### config.mk
export PLATFORM = sky130hd
export DESIGN_NAME = led_camera_capture_sequencer
export DESIGN_NICKNAME = d
export VERILOG_FILES = /design/src/hw/rtl/lccs_pkg.sv /design/src/hw/rtl/lccs_core.sv /design/src/hw/rtl/led_camera_capture_sequencer.sv
export SDC_FILE = /design/constraint.sdc
export NUM_CORES = 1
export LEC_CHECK = 0
export BUFFER_PORTS_ARGS = -buffer_cell sky130_fd_sc_hd__buf_2
export CAP_MARGIN = 20
export CORE_MARGIN = 2
export CORE_UTILIZATION = 51
export DETAILED_ROUTE_END_ITERATION = 10
export HOLD_SLACK_MARGIN = 0.1
export PLACE_DENSITY = 0.73
export SLEW_MARGIN = 25
export SYNTH_ARGS = -nofsm -noshare
export SYNTH_HDL_FRONTEND = slang
export SYNTH_HIERARCHICAL = 1
export SYNTH_SLANG_ARGS = --single-unit
### constraint.sdc
create_clock -name clock -period 8.9 [get_ports clock]
set_input_delay 2.67 -clock clock [delete_from_list [all_inputs] [get_ports clock]]
set_output_delay 2.67 -clock clock [all_outputs]
set_load 0.05 [all_outputs]
### src/hw/rtl/lccs_pkg.sv
// Package for the LED and camera capture sequencer.
// Types, codes and constants shared by lccs_core and the top level.
// No dependencies.
`timescale 1ns / 1ps

package lccs_pkg;

   localparam int MAX_LED     = 8;
   localparam int SEQ_DEPTH   = 16;
   localparam int TIME_BITS   = 24;
   localparam int REG_W       = 24;
   localparam int LED_ID_W    = 4;
   localparam int IDX_W       = 4;
   localparam int TABLE_DEPTH = 16;
   localparam int MASK_W      = 8;
   localparam int LIT_W       = MAX_LED;
   localparam int CSR_IDX_W   = 3;

   localparam logic [REG_W-1:0] PULSE_RESET  = REG_W'(100);
   localparam logic [REG_W-1:0] SETTLE_RESET = REG_W'(50);

   typedef enum logic [2:0] {
      OP_TICK    = 3'd0,
      OP_CLEAR   = 3'd1,
      OP_LOAD    = 3'd2,
      OP_SEQ     = 3'd3,
      OP_CAPTURE = 3'd4,
      OP_FOCUS   = 3'd5,
      OP_LIGHT   = 3'd6,
      OP_DARK    = 3'd7
   } opcode_type;

   typedef enum logic [3:0] {
      PH_IDLE      = 4'd0,
      PH_LSETTLE   = 4'd1,
      PH_FSETTLE   = 4'd2,
      PH_SSTART    = 4'd3,
      PH_SOVERLAP  = 4'd4,
      PH_SPREFOCUS = 4'd5,
      PH_FOCUS     = 4'd6,
      PH_PULSE     = 4'd7,
      PH_SHUTWAIT  = 4'd8,
      PH_AFTER     = 4'd9
   } phase_type;

   typedef enum logic [1:0] {
      MODE_LIGHT   = 2'd0,
      MODE_CAPTURE = 2'd1,
      MODE_FOCUS   = 2'd2,
      MODE_SEQ     = 2'd3
   } mode_type;

   typedef enum logic [2:0] {
      COLOR_GREEN  = 3'd0,
      COLOR_BLUE   = 3'd1,
      COLOR_OFF    = 3'd2,
      COLOR_PURPLE = 3'd3,
      COLOR_ORANGE = 3'd4
   } color_type;

   typedef enum logic [1:0] {
      ERR_NONE  = 2'd0,
      ERR_BUSY  = 2'd1,
      ERR_LED   = 2'd2,
      ERR_INDEX = 2'd3
   } error_type;

   typedef enum logic [CSR_IDX_W-1:0] {
      CSR_OVERLAP  = 3'd0,
      CSR_PREFOCUS = 3'd1,
      CSR_FOCUS    = 3'd2,
      CSR_SHUTWAIT = 3'd3,
      CSR_AFTER    = 3'd4,
      CSR_PULSE    = 3'd5,
      CSR_SETTLE   = 3'd6,
      CSR_SPARE    = 3'd7
   } csr_index_type;

   typedef struct packed {
      logic [2:0]          opcode;
      logic [LED_ID_W-1:0] led_id;
      logic [IDX_W-1:0]    entry_index;
   } req_payload_type;

   typedef struct packed {
      logic [MASK_W-1:0] led_mask;
      logic              focus_out;
      logic              shutter_out;
      logic              busy_res;
      logic [2:0]        status_color;
      logic [1:0]        error;
   } rsp_payload_type;

   typedef struct packed {
      logic [REG_W-1:0] overlap_ticks;
      logic [REG_W-1:0] prefocus_ticks;
      logic [REG_W-1:0] focus_ticks;
      logic [REG_W-1:0] shutter_wait_ticks;
      logic [REG_W-1:0] after_ticks;
      logic [REG_W-1:0] pulse_ticks;
      logic [REG_W-1:0] settle_ticks;
   } timing_cfg_type;

   // One-hot lamp bit for an LED id; id zero or out of range gives no bit.
   function automatic logic [LIT_W-1:0] led_bit(input logic [LED_ID_W-1:0] id);
      logic [LIT_W-1:0] b;
      b = '0;
      for (int i = 0; i < LIT_W; i++) begin
         b[i] = (32'(id) == i + 1);
      end
      return b;
   endfunction

   function automatic logic [TIME_BITS-1:0] to_time(input logic [REG_W-1:0] d);
      return TIME_BITS'(d);
   endfunction

endpackage

### src/hw/rtl/lccs_core.sv
// Sequencer state and next-state logic for the LED and camera controller.
// Depends on lccs_pkg. Updates its state on each accepted transaction and
// presents the result for that transaction combinationally.
`timescale 1ns / 1ps

module lccs_core (
   input  logic                     clock,
   input  logic                     reset,
   input  logic                     accept,
   input  lccs_pkg::req_payload_type item,
   input  lccs_pkg::timing_cfg_type  cfg,
   output lccs_pkg::rsp_payload_type result
);
   import lccs_pkg::*;

   logic [LED_ID_W-1:0]  table_ff [TABLE_DEPTH];
   logic [LED_ID_W-1:0]  table_in [TABLE_DEPTH];
   logic [IDX_W-1:0]     last_nz_ff, last_nz_in;
   logic [LIT_W-1:0]     lit_ff, lit_in;
   phase_type            phase_ff, phase_in;
   logic [TIME_BITS-1:0] count_ff, count_in;
   logic [IDX_W-1:0]     step_ff, step_in;
   mode_type             mode_ff, mode_in;
   logic [LED_ID_W-1:0]  target_ff, target_in;
   logic                 focus_ff, focus_in;
   logic                 shutter_ff, shutter_in;
   // LED ids of the current and previous sequence steps
   logic [LED_ID_W-1:0]  cur_led_ff, cur_led_in;
   logic [LED_ID_W-1:0]  prev_led_ff, prev_led_in;

   logic [IDX_W-1:0]     rd_addr;
   logic [LED_ID_W-1:0]  rd_led;
   error_type            err;
   color_type            color;
   logic                 led_bad;
   logic                 lit_hit;

   assign rd_addr = (phase_ff == PH_SSTART) ? '0 : step_ff + IDX_W'(1);
   assign rd_led  = table_ff[rd_addr];
   assign led_bad = 32'(item.led_id) > MAX_LED;
   assign lit_hit = |(lit_ff & led_bit(item.led_id));

   always_comb begin
      table_in    = table_ff;
      last_nz_in  = last_nz_ff;
      lit_in      = lit_ff;
      phase_in    = phase_ff;
      count_in    = count_ff;
      step_in     = step_ff;
      mode_in     = mode_ff;
      target_in   = target_ff;
      focus_in    = focus_ff;
      shutter_in  = shutter_ff;
      cur_led_in  = cur_led_ff;
      prev_led_in = prev_led_ff;
      err         = ERR_NONE;

      if (item.opcode == OP_TICK) begin
         if (phase_ff != PH_IDLE) begin
            if (count_ff > TIME_BITS'(1)) begin
               count_in = count_ff - TIME_BITS'(1);
            end else begin
               unique case (phase_ff)
                  PH_LSETTLE: begin
                     lit_in = lit_ff | led_bit(target_ff);
                     if (mode_ff == MODE_CAPTURE) begin
                        focus_in = 1'b1;
                        phase_in = PH_FOCUS;
                        count_in = to_time(cfg.focus_ticks);
                     end else if (mode_ff == MODE_FOCUS) begin
                        phase_in = PH_FSETTLE;
                        count_in = to_time(cfg.settle_ticks);
                     end else begin
                        phase_in = PH_IDLE;
                        count_in = '0;
                     end
                  end
                  PH_FSETTLE, PH_SPREFOCUS: begin
                     focus_in = 1'b1;
                     phase_in = PH_FOCUS;
                     count_in = to_time(cfg.focus_ticks);
                  end
                  PH_SSTART: begin
                     step_in    = '0;
                     lit_in     = lit_ff | led_bit(rd_led);
                     cur_led_in = rd_led;
                     phase_in   = PH_SOVERLAP;
                     count_in   = to_time(cfg.overlap_ticks);
                  end
                  PH_SOVERLAP: begin
                     if (step_ff != '0) begin
                        lit_in = lit_ff & ~led_bit(prev_led_ff);
                     end
                     phase_in = PH_SPREFOCUS;
                     count_in = to_time(cfg.prefocus_ticks);
                  end
                  PH_FOCUS: begin
                     if (mode_ff == MODE_FOCUS) begin
                        focus_in   = 1'b0;
                        shutter_in = 1'b0;
                        phase_in   = PH_IDLE;
                        count_in   = '0;
                     end else begin
                        shutter_in = 1'b1;
                        phase_in   = PH_PULSE;
                        count_in   = to_time(cfg.pulse_ticks);
                     end
                  end
                  PH_PULSE: begin
                     shutter_in = 1'b0;
                     focus_in   = 1'b0;
                     phase_in   = PH_SHUTWAIT;
                     count_in   = to_time(cfg.shutter_wait_ticks);
                  end
                  PH_SHUTWAIT: begin
                     phase_in = PH_AFTER;
                     count_in = to_time(cfg.after_ticks);
                  end
                  PH_AFTER: begin
                     if (mode_ff == MODE_SEQ && step_ff < last_nz_ff) begin
                        step_in     = step_ff + IDX_W'(1);
                        lit_in      = lit_ff | led_bit(rd_led);
                        prev_led_in = cur_led_ff;
                        cur_led_in  = rd_led;
                        phase_in    = PH_SOVERLAP;
                        count_in    = to_time(cfg.overlap_ticks);
                     end else begin
                        // the final step always sits at last_nz, so its LED is cur_led
                        if (mode_ff == MODE_SEQ) begin
                           lit_in = lit_ff & ~led_bit(cur_led_ff);
                        end
                        phase_in = PH_IDLE;
                        count_in = '0;
                     end
                  end
                  default: begin
                     phase_in = PH_IDLE;
                     count_in = '0;
                  end
               endcase
            end
         end
      end else if (phase_ff != PH_IDLE) begin
         err = ERR_BUSY;
      end else begin
         unique case (item.opcode)
            OP_CLEAR: begin
               for (int i = 0; i < TABLE_DEPTH; i++) begin
                  table_in[i] = '0;
               end
               last_nz_in = '0;
            end
            OP_LOAD: begin
               if (32'(item.entry_index) >= SEQ_DEPTH) begin
                  err = ERR_INDEX;
               end else if (led_bad) begin
                  err = ERR_LED;
               end else begin
                  table_in[item.entry_index] = item.led_id;
                  last_nz_in = '0;
                  for (int i = 0; i < SEQ_DEPTH; i++) begin
                     if (table_in[i] != '0) begin
                        last_nz_in = IDX_W'(i);
                     end
                  end
               end
            end
            OP_SEQ: begin
               mode_in  = MODE_SEQ;
               step_in  = '0;
               lit_in   = '0;
               phase_in = PH_SSTART;
               count_in = to_time(cfg.overlap_ticks);
            end
            OP_DARK: begin
               lit_in = '0;
            end
            OP_CAPTURE, OP_FOCUS, OP_LIGHT: begin
               if (led_bad) begin
                  err = ERR_LED;
               end else begin
                  case (item.opcode)
                     OP_CAPTURE: mode_in = MODE_CAPTURE;
                     OP_FOCUS:   mode_in = MODE_FOCUS;
                     default:    mode_in = MODE_LIGHT;
                  endcase
                  target_in = item.led_id;
                  if (lit_hit) begin
                     // already lit: skip straight past the light step
                     if (mode_in == MODE_CAPTURE) begin
                        focus_in = 1'b1;
                        phase_in = PH_FOCUS;
                        count_in = to_time(cfg.focus_ticks);
                     end else if (mode_in == MODE_FOCUS) begin
                        phase_in = PH_FSETTLE;
                        count_in = to_time(cfg.settle_ticks);
                     end else begin
                        phase_in = PH_IDLE;
                        count_in = '0;
                     end
                  end else begin
                     lit_in   = '0;
                     phase_in = PH_LSETTLE;
                     count_in = to_time(cfg.settle_ticks);
                  end
               end
            end
            default: begin
            end
         endcase
      end
   end

   always_comb begin
      case (phase_in)
         PH_LSETTLE:                           color = COLOR_ORANGE;
         PH_SSTART, PH_SOVERLAP, PH_SPREFOCUS: color = COLOR_BLUE;
         PH_FOCUS:  color = (mode_in == MODE_SEQ) ? COLOR_BLUE : COLOR_GREEN;
         PH_PULSE, PH_SHUTWAIT:                color = COLOR_OFF;
         PH_AFTER:  color = (mode_in == MODE_SEQ) ? COLOR_BLUE : COLOR_PURPLE;
         default:                              color = COLOR_GREEN;
      endcase
   end

   assign result.led_mask     = MASK_W'(lit_in);
   assign result.focus_out    = focus_in;
   assign result.shutter_out  = shutter_in;
   assign result.busy_res     = (phase_in != PH_IDLE);
   assign result.status_color = color;
   assign result.error        = err;

   always_ff @(posedge clock) begin
      if (reset) begin
         for (int i = 0; i < TABLE_DEPTH; i++) begin
            table_ff[i] <= '0;
         end
         last_nz_ff  <= '0;
         lit_ff      <= '0;
         phase_ff    <= PH_IDLE;
         count_ff    <= '0;
         step_ff     <= '0;
         mode_ff     <= MODE_LIGHT;
         target_ff   <= '0;
         focus_ff    <= 1'b0;
         shutter_ff  <= 1'b0;
         cur_led_ff  <= '0;
         prev_led_ff <= '0;
      end else if (accept) begin
         table_ff    <= table_in;
         last_nz_ff  <= last_nz_in;
         lit_ff      <= lit_in;
         phase_ff    <= phase_in;
         count_ff    <= count_in;
         step_ff     <= step_in;
         mode_ff     <= mode_in;
         target_ff   <= target_in;
         focus_ff    <= focus_in;
         shutter_ff  <= shutter_in;
         cur_led_ff  <= cur_led_in;
         prev_led_ff <= prev_led_in;
      end
   end

endmodule

### src/hw/rtl/led_camera_capture_sequencer.sv
// Top level of the LED and camera capture sequencer.
// Depends on lccs_pkg and lccs_core; holds the timing registers and the
// result register.
//
//  channel | direction | handshake            | payload
//  --------+-----------+----------------------+------------------------------
//  req     | in        | req_valid/req_stall  | opcode, led_id, entry_index
//  rsp     | out       | rsp_valid/rsp_stall  | led_mask, camera lines, status
//  csr     | in        | csr_we               | csr_index, csr_wdata (24 bit)
//
// One transaction per cycle while req_stall is low; its result appears in the
// rsp register on the next cycle. Reset is synchronous: state, table and
// timing registers take their reset values together, with no clearing pass.
// req_stall is high only while a result is held in the rsp register under
// rsp_stall.
`timescale 1ns / 1ps

module led_camera_capture_sequencer (
   input  logic                                clock,
   input  logic                                reset,
   input  logic                                req_valid,
   output logic                                req_stall,
   input  lccs_pkg::req_payload_type            req_payload,
   output logic                                rsp_valid,
   input  logic                                rsp_stall,
   output lccs_pkg::rsp_payload_type            rsp_payload,
   input  logic                                csr_we,
   input  logic [lccs_pkg::CSR_IDX_W-1:0]       csr_index,
   input  logic [lccs_pkg::REG_W-1:0]           csr_wdata
);
   import lccs_pkg::*;

   timing_cfg_type  cfg_ff;
   logic            rsp_valid_ff;
   rsp_payload_type rsp_payload_ff;
   rsp_payload_type result;
   logic            accept;

   assign req_stall = rsp_valid_ff && rsp_stall;
   assign accept    = req_valid && !req_stall;

   lccs_core u_core (
      .clock  (clock),
      .reset  (reset),
      .accept (accept),
      .item   (req_payload),
      .cfg    (cfg_ff),
      .result (result)
   );

   always_ff @(posedge clock) begin
      if (reset) begin
         cfg_ff.overlap_ticks      <= '0;
         cfg_ff.prefocus_ticks     <= '0;
         cfg_ff.focus_ticks        <= '0;
         cfg_ff.shutter_wait_ticks <= '0;
         cfg_ff.after_ticks        <= '0;
         cfg_ff.pulse_ticks        <= PULSE_RESET;
         cfg_ff.settle_ticks       <= SETTLE_RESET;
      end else if (csr_we) begin
         unique case (csr_index_type'(csr_index))
            CSR_OVERLAP:  cfg_ff.overlap_ticks      <= csr_wdata;
            CSR_PREFOCUS: cfg_ff.prefocus_ticks     <= csr_wdata;
            CSR_FOCUS:    cfg_ff.focus_ticks        <= csr_wdata;
            CSR_SHUTWAIT: cfg_ff.shutter_wait_ticks <= csr_wdata;
            CSR_AFTER:    cfg_ff.after_ticks        <= csr_wdata;
            CSR_PULSE:    cfg_ff.pulse_ticks        <= csr_wdata;
            CSR_SETTLE:   cfg_ff.settle_ticks       <= csr_wdata;
            default: begin
            end
         endcase
      end
   end

   always_ff @(posedge clock) begin
      if (reset) begin
         rsp_valid_ff <= 1'b0;
      end else if (accept) begin
         rsp_valid_ff <= 1'b1;
      end else if (!rsp_stall) begin
         rsp_valid_ff <= 1'b0;
      end
   end

   always_ff @(posedge clock) begin
      if (accept) begin
         rsp_payload_ff <= result;
      end
   end

   assign rsp_valid   = rsp_valid_ff;
   assign rsp_payload = rsp_payload_ff;

endmodule

==> results of run 1 <==
==> synthesized netlist by cell type, types with 25 or more instances <==
library cell  count
o21ai_0          80
nor2_1          160
a222oi_1         25
a221o_1          30
nand2_1         117
a21oi_1          56
mux2i_1         193
a22oi_1          86
clkbuf_1        103
nand2b_1        199
dfxtp_1         293
nor4_1           27
==> how the worst min path moves through the flow <==
stage,depth (start not counted),slack [ps],end,start
5_1_grt,2,480,u_core/last_nz_ff[1],u_core/last_nz_ff[1]
4_1_cts,2,460,u_core/last_nz_ff[3],u_core/last_nz_ff[3]
3_3_place_gp,2,450,u_core/last_nz_ff[3],u_core/last_nz_ff[3]
6_report,2,460,u_core/last_nz_ff[3],u_core/last_nz_ff[3]
2_1_floorplan,2,430,u_core/last_nz_ff[1],u_core/last_nz_ff[1]
3_5_place_dp,2,450,u_core/last_nz_ff[3],u_core/last_nz_ff[3]
==> final cells by class <==
| type | instances | share of cell area |
|---|---|---|
| multi-input combinational | 1361 | 0.528 |
| sequential | 309 | 0.351 |
| clock buffer | 52 | 0.0592 |
| tap | 402 | 0.0278 |
| timing repair buffer | 84 | 0.0276 |
| inverter | 25 | 0.00519 |
| clock inverter | 5 | 0.00152 |
==> cells by family (layout without fill, tap and decap cells) <==
group                    Yosys count  count (layout)
AO/OA/AOI/OAI                    439             439
XOR/XNOR                          22              22
adder cells (fa/ha/maj)           14              14
buffers and inverters            168             166
flip-flops                       309             309
multiplexers                     212             212
AND/OR/NAND/NOR                  674             674
==> stage by stage <==
step                      area [um2]   util  cells
final                          18100  0.570   2238
after global placement         17000  0.535   2181
after floorplan                16500      -   1838
after detailed placement       17000  0.535   2181
after CTS                      18100  0.570   2238
after global routing           18100  0.570   2238
==> cell usage in the layout (no fill, tap or decap), drive strengths merged, types with 25 or more instances in the layout <==
| master | n |
|---|---|
| nor2 | 160 |
| a221o | 30 |
| a21oi | 56 |
| clkbuf | 52 |
| a221oi | 25 |
| nand2 | 117 |
| a222oi | 25 |
| buf | 84 |
| o21ai | 81 |
| mux2i | 193 |
| dfxtp | 293 |
| nand2b | 199 |
| nor4 | 29 |
| a22oi | 86 |
==> flip-flops by register name (all words and copies together) (netlist names) <==
register	count
u_core/cur_led_ff	4
cfg_ff	168
u_core/phase_ff	4
u_core/table_ff	64
u_core/target_ff	4
rsp_valid	1
rsp_payload	16
u_core/count_ff	24
u_core/focus_ff	1
u_core/step_ff	4
u_core/mode_ff	2
u_core/shutter_ff	1
u_core/prev_led_ff	4
u_core/lit_ff	8
u_core/last_nz_ff	4
==> report_power, final <==
part           leakage [nW]  internal (mW)  switching, mW  total, mW
logic                  4.05          0.145          0.280      0.425
clock network         0.547          0.823          0.565       1.39
registers              2.53           1.43         0.0298       1.46
total                  7.12           2.40          0.874       3.27
==> layer usage <==
metal	up-vias	global-route usage	routed length [um]
met3	99	0.0351	2670
li1	6766	-	-
met4	0	0.0960	1380
met2	513	0.434	21000
met5	-	0	0
met1	6906	0.354	20300
==> worst max-delay path, cell delays in order <==
cell,delay (ps)
buf_2,90
and2_1,170
buf_2,280
==> results.md, run 1 <==
* Result of the run: completed
* Area share of and/or/nand/nor cells after synthesis at 0.224
* Start-to-end type of the worst setup path: input pin to output port
* Largest vdd supply drop at 0.164 mV
* Setup slack at placement at 2620 ps
* Sort of element at the start of the critical path: input pin
* Floorplan die width at 184 um
* Most area-consuming cells after synthesis: dfxtp_1 (35%), mux2i_1 (12%), nand2b_1 (7.5%)
* Total routing resource utilization after global routing at 0.264
* Multi-input gate area at 0.00954 mm2
* Average wire per cell in the routed design at 20.2 um
* Via count normalized by instance count at 6.38
* Register area share after synthesis at 0.384
* Initial Util at 0.521
* Overall power consumption at 3.27 mW
* Post-detailed-route DRC marker count at 0
* Share of final-layout standard cells stronger than drive strength 1 at 0.101
* Post-detail-place hpwl at 29200 um
* Share of synthesized flip-flops with an asynchronous set or reset at 0
* Inserted Clock Buffers at 34
* Synthesis-to-finish area growth at 9.38%
* GR Overflow Total at 0
* Share of Yosys cell area claimed by the top area cell type at 0.355
* Max Root-Sink Buffers at 3
* Setup crit end: req_stall
* Max-slew violation total from the final report at 0
* Setup slack after layout at 3020 ps
* Sum of routed wire length over all layers at 45300 um
* Area inside the core boundary at 0.0317 mm2
* Area share of xor/xnor cells in the synthesized design at 0.0117
* EDFF count, synth at 16
* Gp weighted congestion at 0.938
* Number of sinks on the clock net at 309
* Cell chosen for the clock root: clkbuf_16
* Syn. warnings at 6
* Count of vias placed by the detailed router at 14284
* Fraction of the cycle the final worst path needs at 0.661
* Startpoint of the most critical setup path: rsp_stall
* Wire length of the first global-routing pass at 73000 um
* Depth of the worst register-to-register path at 10
* Hold Buf Count CTS at 0
* Post-synthesis compound-gate area fraction at 0.193
* Element type at the critical path end: output port
* P_leak at 7.12 nW
* Worst reg2reg endpoint: rsp_payload[15]
* Initial DRC count at 1438
* Number of register bits inferred by synthesis at 309
* Die area at 0.0339 mm2
* Unrepaired setup endpoints after global routing: no
* Count of max-cap constraint violations at 0
* Synthesized-area fraction occupied by adder cells at 0.0106
* Setup_tns at 0 ps
* Launching point of the worst reg2reg path: u_core/step_ff[0]
* Worst hold path class: register to register
* Crit path required time at 6230 ps
* Clock tree skew after final layout at 23.2 ps
* H-tree level count at 2
* Row count at 65
* Number of search-and-repair iterations in the first detailed-routing pass at 6
* Clock latency on the worst-skew pair at 520 ps
* CTS tree: yes
* Slew Limit Headroom at 0.341
* Number of cells produced by synthesis at 1838
* Netlist Area Pre-Place at 0.0165 mm2
* CTS resizes at 0
* Predominant post-synthesis flop cell: dfxtp_1
* Number of nets with antenna violations after detailed routing at 0
* Ports at 61
* Port buffer count at 60
* Number of inserted filler cells in the final layout at 2784
* Transition at the pin with the smallest max-transition slack at 986 ps
* Number of setup violations in the final report at 0
* Multiplexer share of the synthesized area at 0.133
* Pwr dens at 181 mW/mm2
* Critical path arrival at 3210 ps
* Number of library cell types mapped by synthesis at 87
* Combinational family with the most area after synthesis: simple AND/OR/NAND/NOR gates
* Vias in the first global route at 13785
* Number of antenna violations at the first check in global routing at 0
* Hold WS at 462 ps
* Clock slew at reported path FFs at 60 ps
* Setup repair bufs after CTS at 0
* Number of endpoints with negative hold slack in the final report at 0
* Achievable Freq at 170 MHz
* Minimum clock period after layout at 5880 ps
* Net Count, Synth at 1895
* Largest fanout on the critical path at 2
* Yosys top cell by area: dfxtp_1
* Syn avg cell area at 8.99 um2
* Count of nets after finishing at 1872
* Die extent in y at 184 um
* Count of antenna diodes in the layout at 0
* Largest net degree at the start of global routing at 171
* Worst R2R Setup Slack at 4110 ps
* FF+latch area at 0.00635 mm2
(Power assumes the default switching activity.)
==> run 2: changes to the inputs <==
--- a/config.mk
+++ b/config.mk
@@ -5,6 +5,7 @@
 export SDC_FILE = /design/constraint.sdc
 export NUM_CORES = 1
 export LEC_CHECK = 0
+export ABC_AREA = 1
 export BUFFER_PORTS_ARGS = -buffer_cell sky130_fd_sc_hd__buf_2
 export CAP_MARGIN = 20
 export CORE_MARGIN = 2
==> constraint.sdc (replaced) <==
create_clock -name clock -period 5.58 [get_ports clock]
set_input_delay 1.674 -clock clock [delete_from_list [all_inputs] [get_ports clock]]
set_output_delay 1.674 -clock clock [all_outputs]
set_load 0.05 [all_outputs]
==> run 2 against run 1 <==
Against the previous run: clock-buffer cell count shrank 5; cell area grew 6.2%; total power grew 76%; area after synthesis increased by 5.9%; critical path type is now input pin to register.
==> results.md, run 2 <==
* Most frequent cells after synthesis: nand2_1 (715), nor2_1 (440), dfxtp_1 (293), nand3_1 (277), a21oi_1 (238)
* Count of vias placed by the detailed router at 18047 (+26%)
* Slew Limit Headroom at 0.311 (-0.0305)
* Number of library cell types mapped by synthesis at 58 (-33%)
* Most frequent standard cell in the layout excluding fill and tap cells: nand2_1
* Critical path arrival at 4750 ps (+1540 ps)
* Setup repair bufs after CTS at 0 (unchanged)
* Start-to-end type of the worst setup path: input pin to register
* Port buffer count at 60 (unchanged)
* Number of cells produced by synthesis at 2746 (+49%)
* Result of the run: completed
* Synthesis-to-finish area growth at 9.62%
* Clock tree skew after final layout at 14.8 ps (-8.34 ps)
* Placed cell count at 3127 (+43%)
* Fraction of the cycle the final worst path needs at 0.767
* Vias in the first global route at 16851 (+22%)
* Share of final-layout standard cells stronger than drive strength 1 at 0.0838 (-0.0170)
* Number of inserted filler cells in the final layout at 3298 (+18%)
* Number of setup violations in the final report at 0 (unchanged)
* Syn avg cell area at 6.38 um2 (-29%)
* Setup_tns at 0 ps (unchanged)
* Max Root-Sink Buffers at 3 (unchanged)
* Element type at the critical path end: register
* Row count at 67 (+3.1%)
* Number of register bits inferred by synthesis at 309 (unchanged)
* Sum of routed wire length over all layers at 54500 um (+20%)
* Number of endpoints with negative hold slack in the final report at 0 (unchanged)
* Syn. warnings at 6 (unchanged)
* CTS resizes at 0 (unchanged)
* Average wire per cell in the routed design at 17.1 um (-16%)
* Clock latency on the worst-skew pair at 540 ps (+20 ps)
* Via count normalized by instance count at 5.65 (-11%)
* Total routing resource utilization after global routing at 0.298 (+0.0344)
* Number of antenna violations at the first check in global routing at 0 (unchanged)
* Inserted Clock Buffers at 36 (+5.9%)
* Cell chosen for the clock root: clkbuf_16
* Ports at 61 (unchanged)
* Wire length of the first global-routing pass at 87300 um (+20%)
* Area inside the core boundary at 0.0337 mm2 (+6.2%)
* Pwr dens at 299 mW/mm2 (+65%)
* Die area at 0.0358 mm2 (+5.8%)
* Most used standard cell by instance count after synthesis: nand2_1
* Hold Buf Count CTS at 0 (unchanged)
* Clock slew at reported path FFs at 60 ps (about the same)
* H-tree level count at 2 (unchanged)
* Post-detail-place hpwl at 35700 um (+22%)
* Unrepaired setup endpoints after global routing: no
* Overall power consumption at 5.74 mW (+76%)
* Minimum clock period after layout at 4280 ps
* Largest vdd supply drop at 0.229 mV (+40%)
* Most area-consuming cells after synthesis: dfxtp_1 (33%), nand2_1 (15%), nor2_1 (9.4%)
* Number of nets with antenna violations after detailed routing at 0 (unchanged)
* Register area share after synthesis at 0.362 (-0.0215)
* GR Overflow Total at 0 (unchanged)
* CTS tree: yes
* P_leak at 8.09 nW (+14%)
* Top library cells by usage in the layout, fill and taps aside: nand2_1 (714), nor2_1 (433), dfxtp_1 (293)
* Achievable Freq at 234 MHz
* EDFF count, synth at 16 (unchanged)
* Max-slew violation total from the final report at 0 (unchanged)
* Sort of element at the start of the critical path: input pin
* Initial Util at 0.520 (-0.00151)
* Netlist Area Pre-Place at 0.0175 mm2 (+5.9%)
* Flip-flop count of the largest register, all copies and words added at 168 (unchanged)
* Largest fanout on the critical path at 40 (+38)
* Number of search-and-repair iterations in the first detailed-routing pass at 6 (unchanged)
* Registers with the most flip-flops: cfg_ff (168), u_core/table_ff (64), u_core/count_ff (24)
* Crit path required time at 6050 ps (-180 ps)
* Predominant post-synthesis flop cell: dfxtp_1
* Share of synthesized flip-flops with an asynchronous set or reset at 0 (unchanged)
* Worst hold path class: register to register
* Non-filler instance count after layout at 3194 (+43%)
* Transition at the pin with the smallest max-transition slack at 1030 ps (+47.2 ps)
* Largest Register: cfg_ff
* Gp weighted congestion at 0.916 (-2.4%)
* Initial DRC count at 1532 (+6.5%)
* Largest net degree at the start of global routing at 103 (-40%)
* Die extent in y at 189 um (+2.9%)
* Hold WS at 466 ps (+3.69 ps)
* Post-detailed-route DRC marker count at 0 (unchanged)
* Post-layout util at 0.570 (about the same)
* Net Count, Synth at 2803 (+48%)
* Share of Yosys cell area claimed by the top area cell type at 0.335 (-0.0199)
* Floorplan die width at 189 um (+2.9%)
* Number of sinks on the clock net at 309 (unchanged)
* Count of max-cap constraint violations at 0 (unchanged)
* Count of nets after finishing at 2775 (+48%)
* Yosys top cell by area: dfxtp_1
==> run 2: cell count changes after synthesis, sizes merged, moves of 65 or more <==
| cell | before | now |
|---|---|---|
| a21oi | 56 | 239 |
| a22oi | 86 | 10 |
| inv | 21 | 229 |
| mux2i | 193 | 0 |
| nand2 | 117 | 730 |
| nand2b | 199 | 0 |
| nand3 | 22 | 277 |
| nor2 | 160 | 470 |
| o21ai | 81 | 146 |
==> run 2: worst max-delay path, cell delays in order <==
cell     delay [ps]
buf_2           200
nor2_2          110
nand2_1         360
inv_1            80
buf_4           240
ha_1            210
nor2_1          110
inv_1            70
nor4_4          660
inv_2           480
a21oi_1         280
o31ai_1         100
a21oi_1         130
==> run 2: path summary, 6_finish.rpt <==
check | slack (ps) | depth (start not counted) | start | end
hold reg to reg | 470 | 2 | u_core/table_ff[14] | u_core/table_ff[14]
setup reg to reg | 1490 | 18 | u_core/step_ff[0] | rsp_payload[11]
setup / recovery | 1300 | 13 | req_payload[8] | u_core/count_ff[16]
hold / removal | 470 | 2 | u_core/table_ff[14] | u_core/table_ff[14]
==> run 2: power by group <==
group | internal, mW | switching (mW)
combinational | 0.253 | 0.661
sequential | 2.30 | 0.0525
clock | 1.46 | 1.02
==> run 2: per-stage QoR <==
stage	setup WS (ps)	cell area, um2
after global placement	1040	17900
after CTS	1400	19200
final	1300	19200
after detailed placement	885	17900
after global routing	1060	19200
after floorplan	1200	17500
==> run 2: routing by layer <==
layer,track usage,vias to the layer above,wire length (um)
li1,-,8893,-
met1,0.376,8287,22600
met2,0.519,717,26200
met3,0.0328,150,3700
met4,0.123,0,2040
met5,0,-,0
==> run 2: logic make-up (layout without fill, tap and decap cells) <==
| kind of cell | after synthesis | in the layout | synth area share |
|---|---|---|---|
| simple gates | 1534 | 1534 | 0.370 |
| compound gates | 491 | 491 | 0.159 |
| buf+inv | 382 | 381 | 0.0906 |
| flops | 309 | 309 | 0.362 |
| xor+xnor | 16 | 16 | 0.00800 |
| fa+ha+maj | 14 | 14 | 0.0100 |
| other cells | 0 | 1 | 0 |
==> run 2: cell type report <==
cell class	instances	area, um2	share of cell area
antenna	1	2.50	0.000130
clock buffer	47	1030	0.0538
clock inverter	18	214	0.0111
inverter	234	881	0.0459
multi-input combinational	2055	9640	0.502
sequential	309	6350	0.331
tap	448	561	0.0292
timing repair buffer	82	526	0.0274
==> run 3: changes to the inputs <==
--- a/config.mk
+++ b/config.mk
@@ -12,7 +12,7 @@
 export CORE_UTILIZATION = 51
 export DETAILED_ROUTE_END_ITERATION = 10
 export HOLD_SLACK_MARGIN = 0.1
-export PLACE_DENSITY = 0.73
+export PLACE_DENSITY = 0.75
 export SLEW_MARGIN = 25
 export SYNTH_ARGS = -nofsm -noshare
 export SYNTH_HDL_FRONTEND = slang
==> constraint.sdc (replaced) <==
create_clock -name clock -period 3.6 [get_ports clock]
set_input_delay 1.08 -clock clock [delete_from_list [all_inputs] [get_ports clock]]
set_output_delay 1.08 -clock clock [all_outputs]
set_load 0.05 [all_outputs]
==> run 3 against run 2 <==
Against the previous run: utilization is 0.14 points higher; hold slack hardly changed; register-to-register slack worse by 930 ps; first-iteration DRC count is 1.4% lower; critical path depth is 4 higher; sequential share of layout area is 0.080 points lower; global-route usage is 0.11 points higher; setup slack worse by 740 ps; flip-flop and latch count stayed put; total power is 49% higher; clock power is 40% higher; non-clock buffer count is 26 higher; critical path type is now register to register.
==> results.md, run 3 (synthesized netlist as in run 2, its figures left out) <==
* Floorplan die width at 189 um (unchanged)
* Critical-path top delay cell: dfxtp_1
* Clock Power Share at 0.405 (-0.027)
* CTS tree: yes
* Startpoint of the lowest-slack hold path: u_core/table_ff[52]
* P_leak at 8.16 nW (+0.81%)
* Non-filler instance count after layout at 3210 (+0.50%)
* Count of antenna diodes in the layout at 0 (-1)
* Sort of element at the start of the critical path: register
* Number of search-and-repair iterations in the first detailed-routing pass at 5 (-1)
* Worst reg2reg endpoint: rsp_payload[3]
* Share of final-layout standard cells stronger than drive strength 1 at 0.0873 (+0.00347)
* Transition at the pin with the smallest max-transition slack at 1010 ps (-21.0 ps)
* Post-detail-place hpwl at 36600 um (+2.4%)
* Row count at 67 (unchanged)
* CTS resizes at 0 (unchanged)
* Max-slew violation total from the final report at 0 (unchanged)
* Die area at 0.0358 mm2 (unchanged)
* Setup slack after layout at 560 ps (-742 ps)
* Worst R2R Setup Slack at 560 ps (-930 ps)
* Pwr dens at 446 mW/mm2 (+49%)
* Most frequent standard cell in the layout excluding fill and tap cells: nand2_1
* FF+latch area at 0.00635 mm2 (unchanged)
* Count of vias placed by the detailed router at 18226 (+0.99%)
* Port buffer count at 60 (unchanged)
* Multi-input gate area at 0.00963 mm2 (about the same)
* Die extent in y at 189 um (unchanged)
* Capture endpoint of the worst hold path: u_core/table_ff[52]
* Average wire per cell in the routed design at 17.0 um (-0.30%)
* Setup repair bufs after CTS at 0 (unchanged)
* Launching point of the worst reg2reg path: u_core/count_ff[0]
* Number of nets with antenna violations after detailed routing at 0 (unchanged)
* Fraction of the cycle the final worst path needs at 0.844
* Largest Register: cfg_ff
* Result of the run: completed
* Cell chosen for the clock root: clkbuf_16
* Count of nets after finishing at 2801 (+0.94%)
* Post-detailed-route DRC marker count at 0 (unchanged)
* Setup_tns at 0 ps (unchanged)
* Hold Buf Count CTS at 0 (unchanged)
* Flip-flop count of the largest register, all copies and words added at 168 (unchanged)
* Count of max-cap constraint violations at 0 (unchanged)
* Minimum clock period after layout at 3040 ps
* Placed cell count at 3154 (+0.86%)
* Number of inserted filler cells in the final layout at 3347 (+1.5%)
* Start-to-end type of the worst setup path: register to register
* Registers with the most flip-flops: cfg_ff (168), u_core/table_ff (64), u_core/count_ff (24)
* Gp weighted congestion at 0.939 (+2.6%)
* Crit path required time at 3860 ps (-2190 ps)
* Hold Path Cell Cnt at 2 (unchanged)
* Number of endpoints with negative hold slack in the final report at 0 (unchanged)
* Via count normalized by instance count at 5.68 (+0.49%)
* Slew Limit Headroom at 0.325 (+0.0140)
* Inserted Clock Buffers at 36 (unchanged)
* Proportion of power drawn by flip-flops and latches at 0.425 (+0.016)
* Clock tree skew after final layout at 19.1 ps (+4.27 ps)
* Wire length of the first global-routing pass at 87700 um (+0.48%)
* Hold WS at 466 ps (-0.0400 ps)
* Internal power at 6.00 mW (+49%)
* Worst hold path class: register to register
* Vias in the first global route at 16885 (+0.20%)
* Depth of the worst register-to-register path at 17 (-1)
* Area inside the core boundary at 0.0337 mm2 (unchanged)
* Max Root-Sink Buffers at 3 (unchanged)
* Unrepaired setup endpoints after global routing: no
* Switching portion of total power at 0.301 (-0.000645)
* Top library cells by usage in the layout, fill and taps aside: nand2_1 (715), nor2_1 (433), dfxtp_1 (293)
* Largest vdd supply drop at 0.328 mV (+44%)
* Largest net degree at the start of global routing at 97 (-5.8%)
* Initial DRC count at 1510 (-1.4%)
* Initial Util at 0.520 (unchanged)
* Achievable Freq at 329 MHz
* Clock latency on the worst-skew pair at 530 ps (about the same)
* Startpoint of the most critical setup path: u_core/count_ff[0]
* Element type at the critical path end: register
* Ports at 61 (unchanged)
* Total routing resource utilization after global routing at 0.299 (+0.00109)
* Number of sinks on the clock net at 309 (unchanged)
* GR Overflow Total at 0 (unchanged)
* Synthesis-to-finish area growth at 9.89%
* Largest fanout on the critical path at 11 (-73%)
* Sum of routed wire length over all layers at 54700 um (+0.20%)
* Fraction of power consumed by combinational cells at 0.170 (+0.011)
* H-tree level count at 2 (unchanged)
* Psw at 2.58 mW (+49%)
* Critical path arrival at 3300 ps (-1450 ps)
* Setup slack at placement at 256 ps (-628 ps)
* Post-layout util at 0.571 (+0.00137)
* Number of setup violations in the final report at 0 (unchanged)
* Number of antenna violations at the first check in global routing at 0 (unchanged)
* Worst stage delay on the critical path at 370 ps (-290 ps)
* List of cells traversed by the critical path: inv_1 > ha_1 > inv_1 > nor2_4 > nand2_2 > nor2_4 > nand2_2 > nand2_2 > nand2_4 > nor2_2 > inv_2 > o21ai_2 > o211ai_2 > nand2_1 > inv_1 > a22oi_1 > o21ai_1
* Clock slew at reported path FFs at 60 ps (about the same)
-- run 3: power by group through the flow --
stage	Clock, mW	Combinational [mW]	Sequential, mW
after global placement	0	1.40	3.71
after floorplan	0	0.972	3.75
after detailed placement	0	1.43	3.72
final	3.47	1.46	3.64
after global routing	3.64	1.60	3.65
after CTS	3.52	1.43	3.64
-- run 3: cell type report --
cell class	instances	share of cell area
well taps	448	0.0291
multi-input cells	2055	0.500
inverters	234	0.0458
flip-flops and latches	309	0.330
repair buffers	108	0.0384
clock buffers	49	0.0519
clock inverters	7	0.00468
-- run 3: metrics by stage --
stage,area (um2),total power [mW]
after CTS,19200,8.59
after global placement,18200,5.11
after detailed placement,18200,5.14
after global routing,19200,8.89
after floorplan,17500,4.72
final,19200,8.58
-- run 3: worst max-delay path, delay by kind of cell, from the launching register on --
| kind | cells | cell delay (ps) |
|---|---|---|
| compound gates | 4 | 660 |
| buf+inv | 4 | 520 |
| flops | 1 | 370 |
| fa+ha+maj | 1 | 200 |
| simple gates | 8 | 1000 |
-- run 3: layer usage --
layer  vias to the layer above  part of all wire  GRT usage  routed length [um]
met3                       131             0.072     0.0363                3950
met1                      8403              0.42      0.387               23100
met4                         0             0.033      0.116                1810
li1                       8942                 -          -                   -
met2                       750              0.47      0.510               25800
met5                         -                 0          0                   0
-- run 3: how the worst max path moves through the flow --
stage / end / slack, ps / depth (start not counted)
after global placement: rsp_payload[4] / 300 / 13
after CTS: u_core/lit_ff[2] / 570 / 17
final: rsp_payload[3] / 560 / 17
after global routing: u_core/lit_ff[3] / 270 / 19
after floorplan: u_core/table_ff[18] / 120 / 13
after detailed placement: u_core/count_ff[16] / 260 / 12
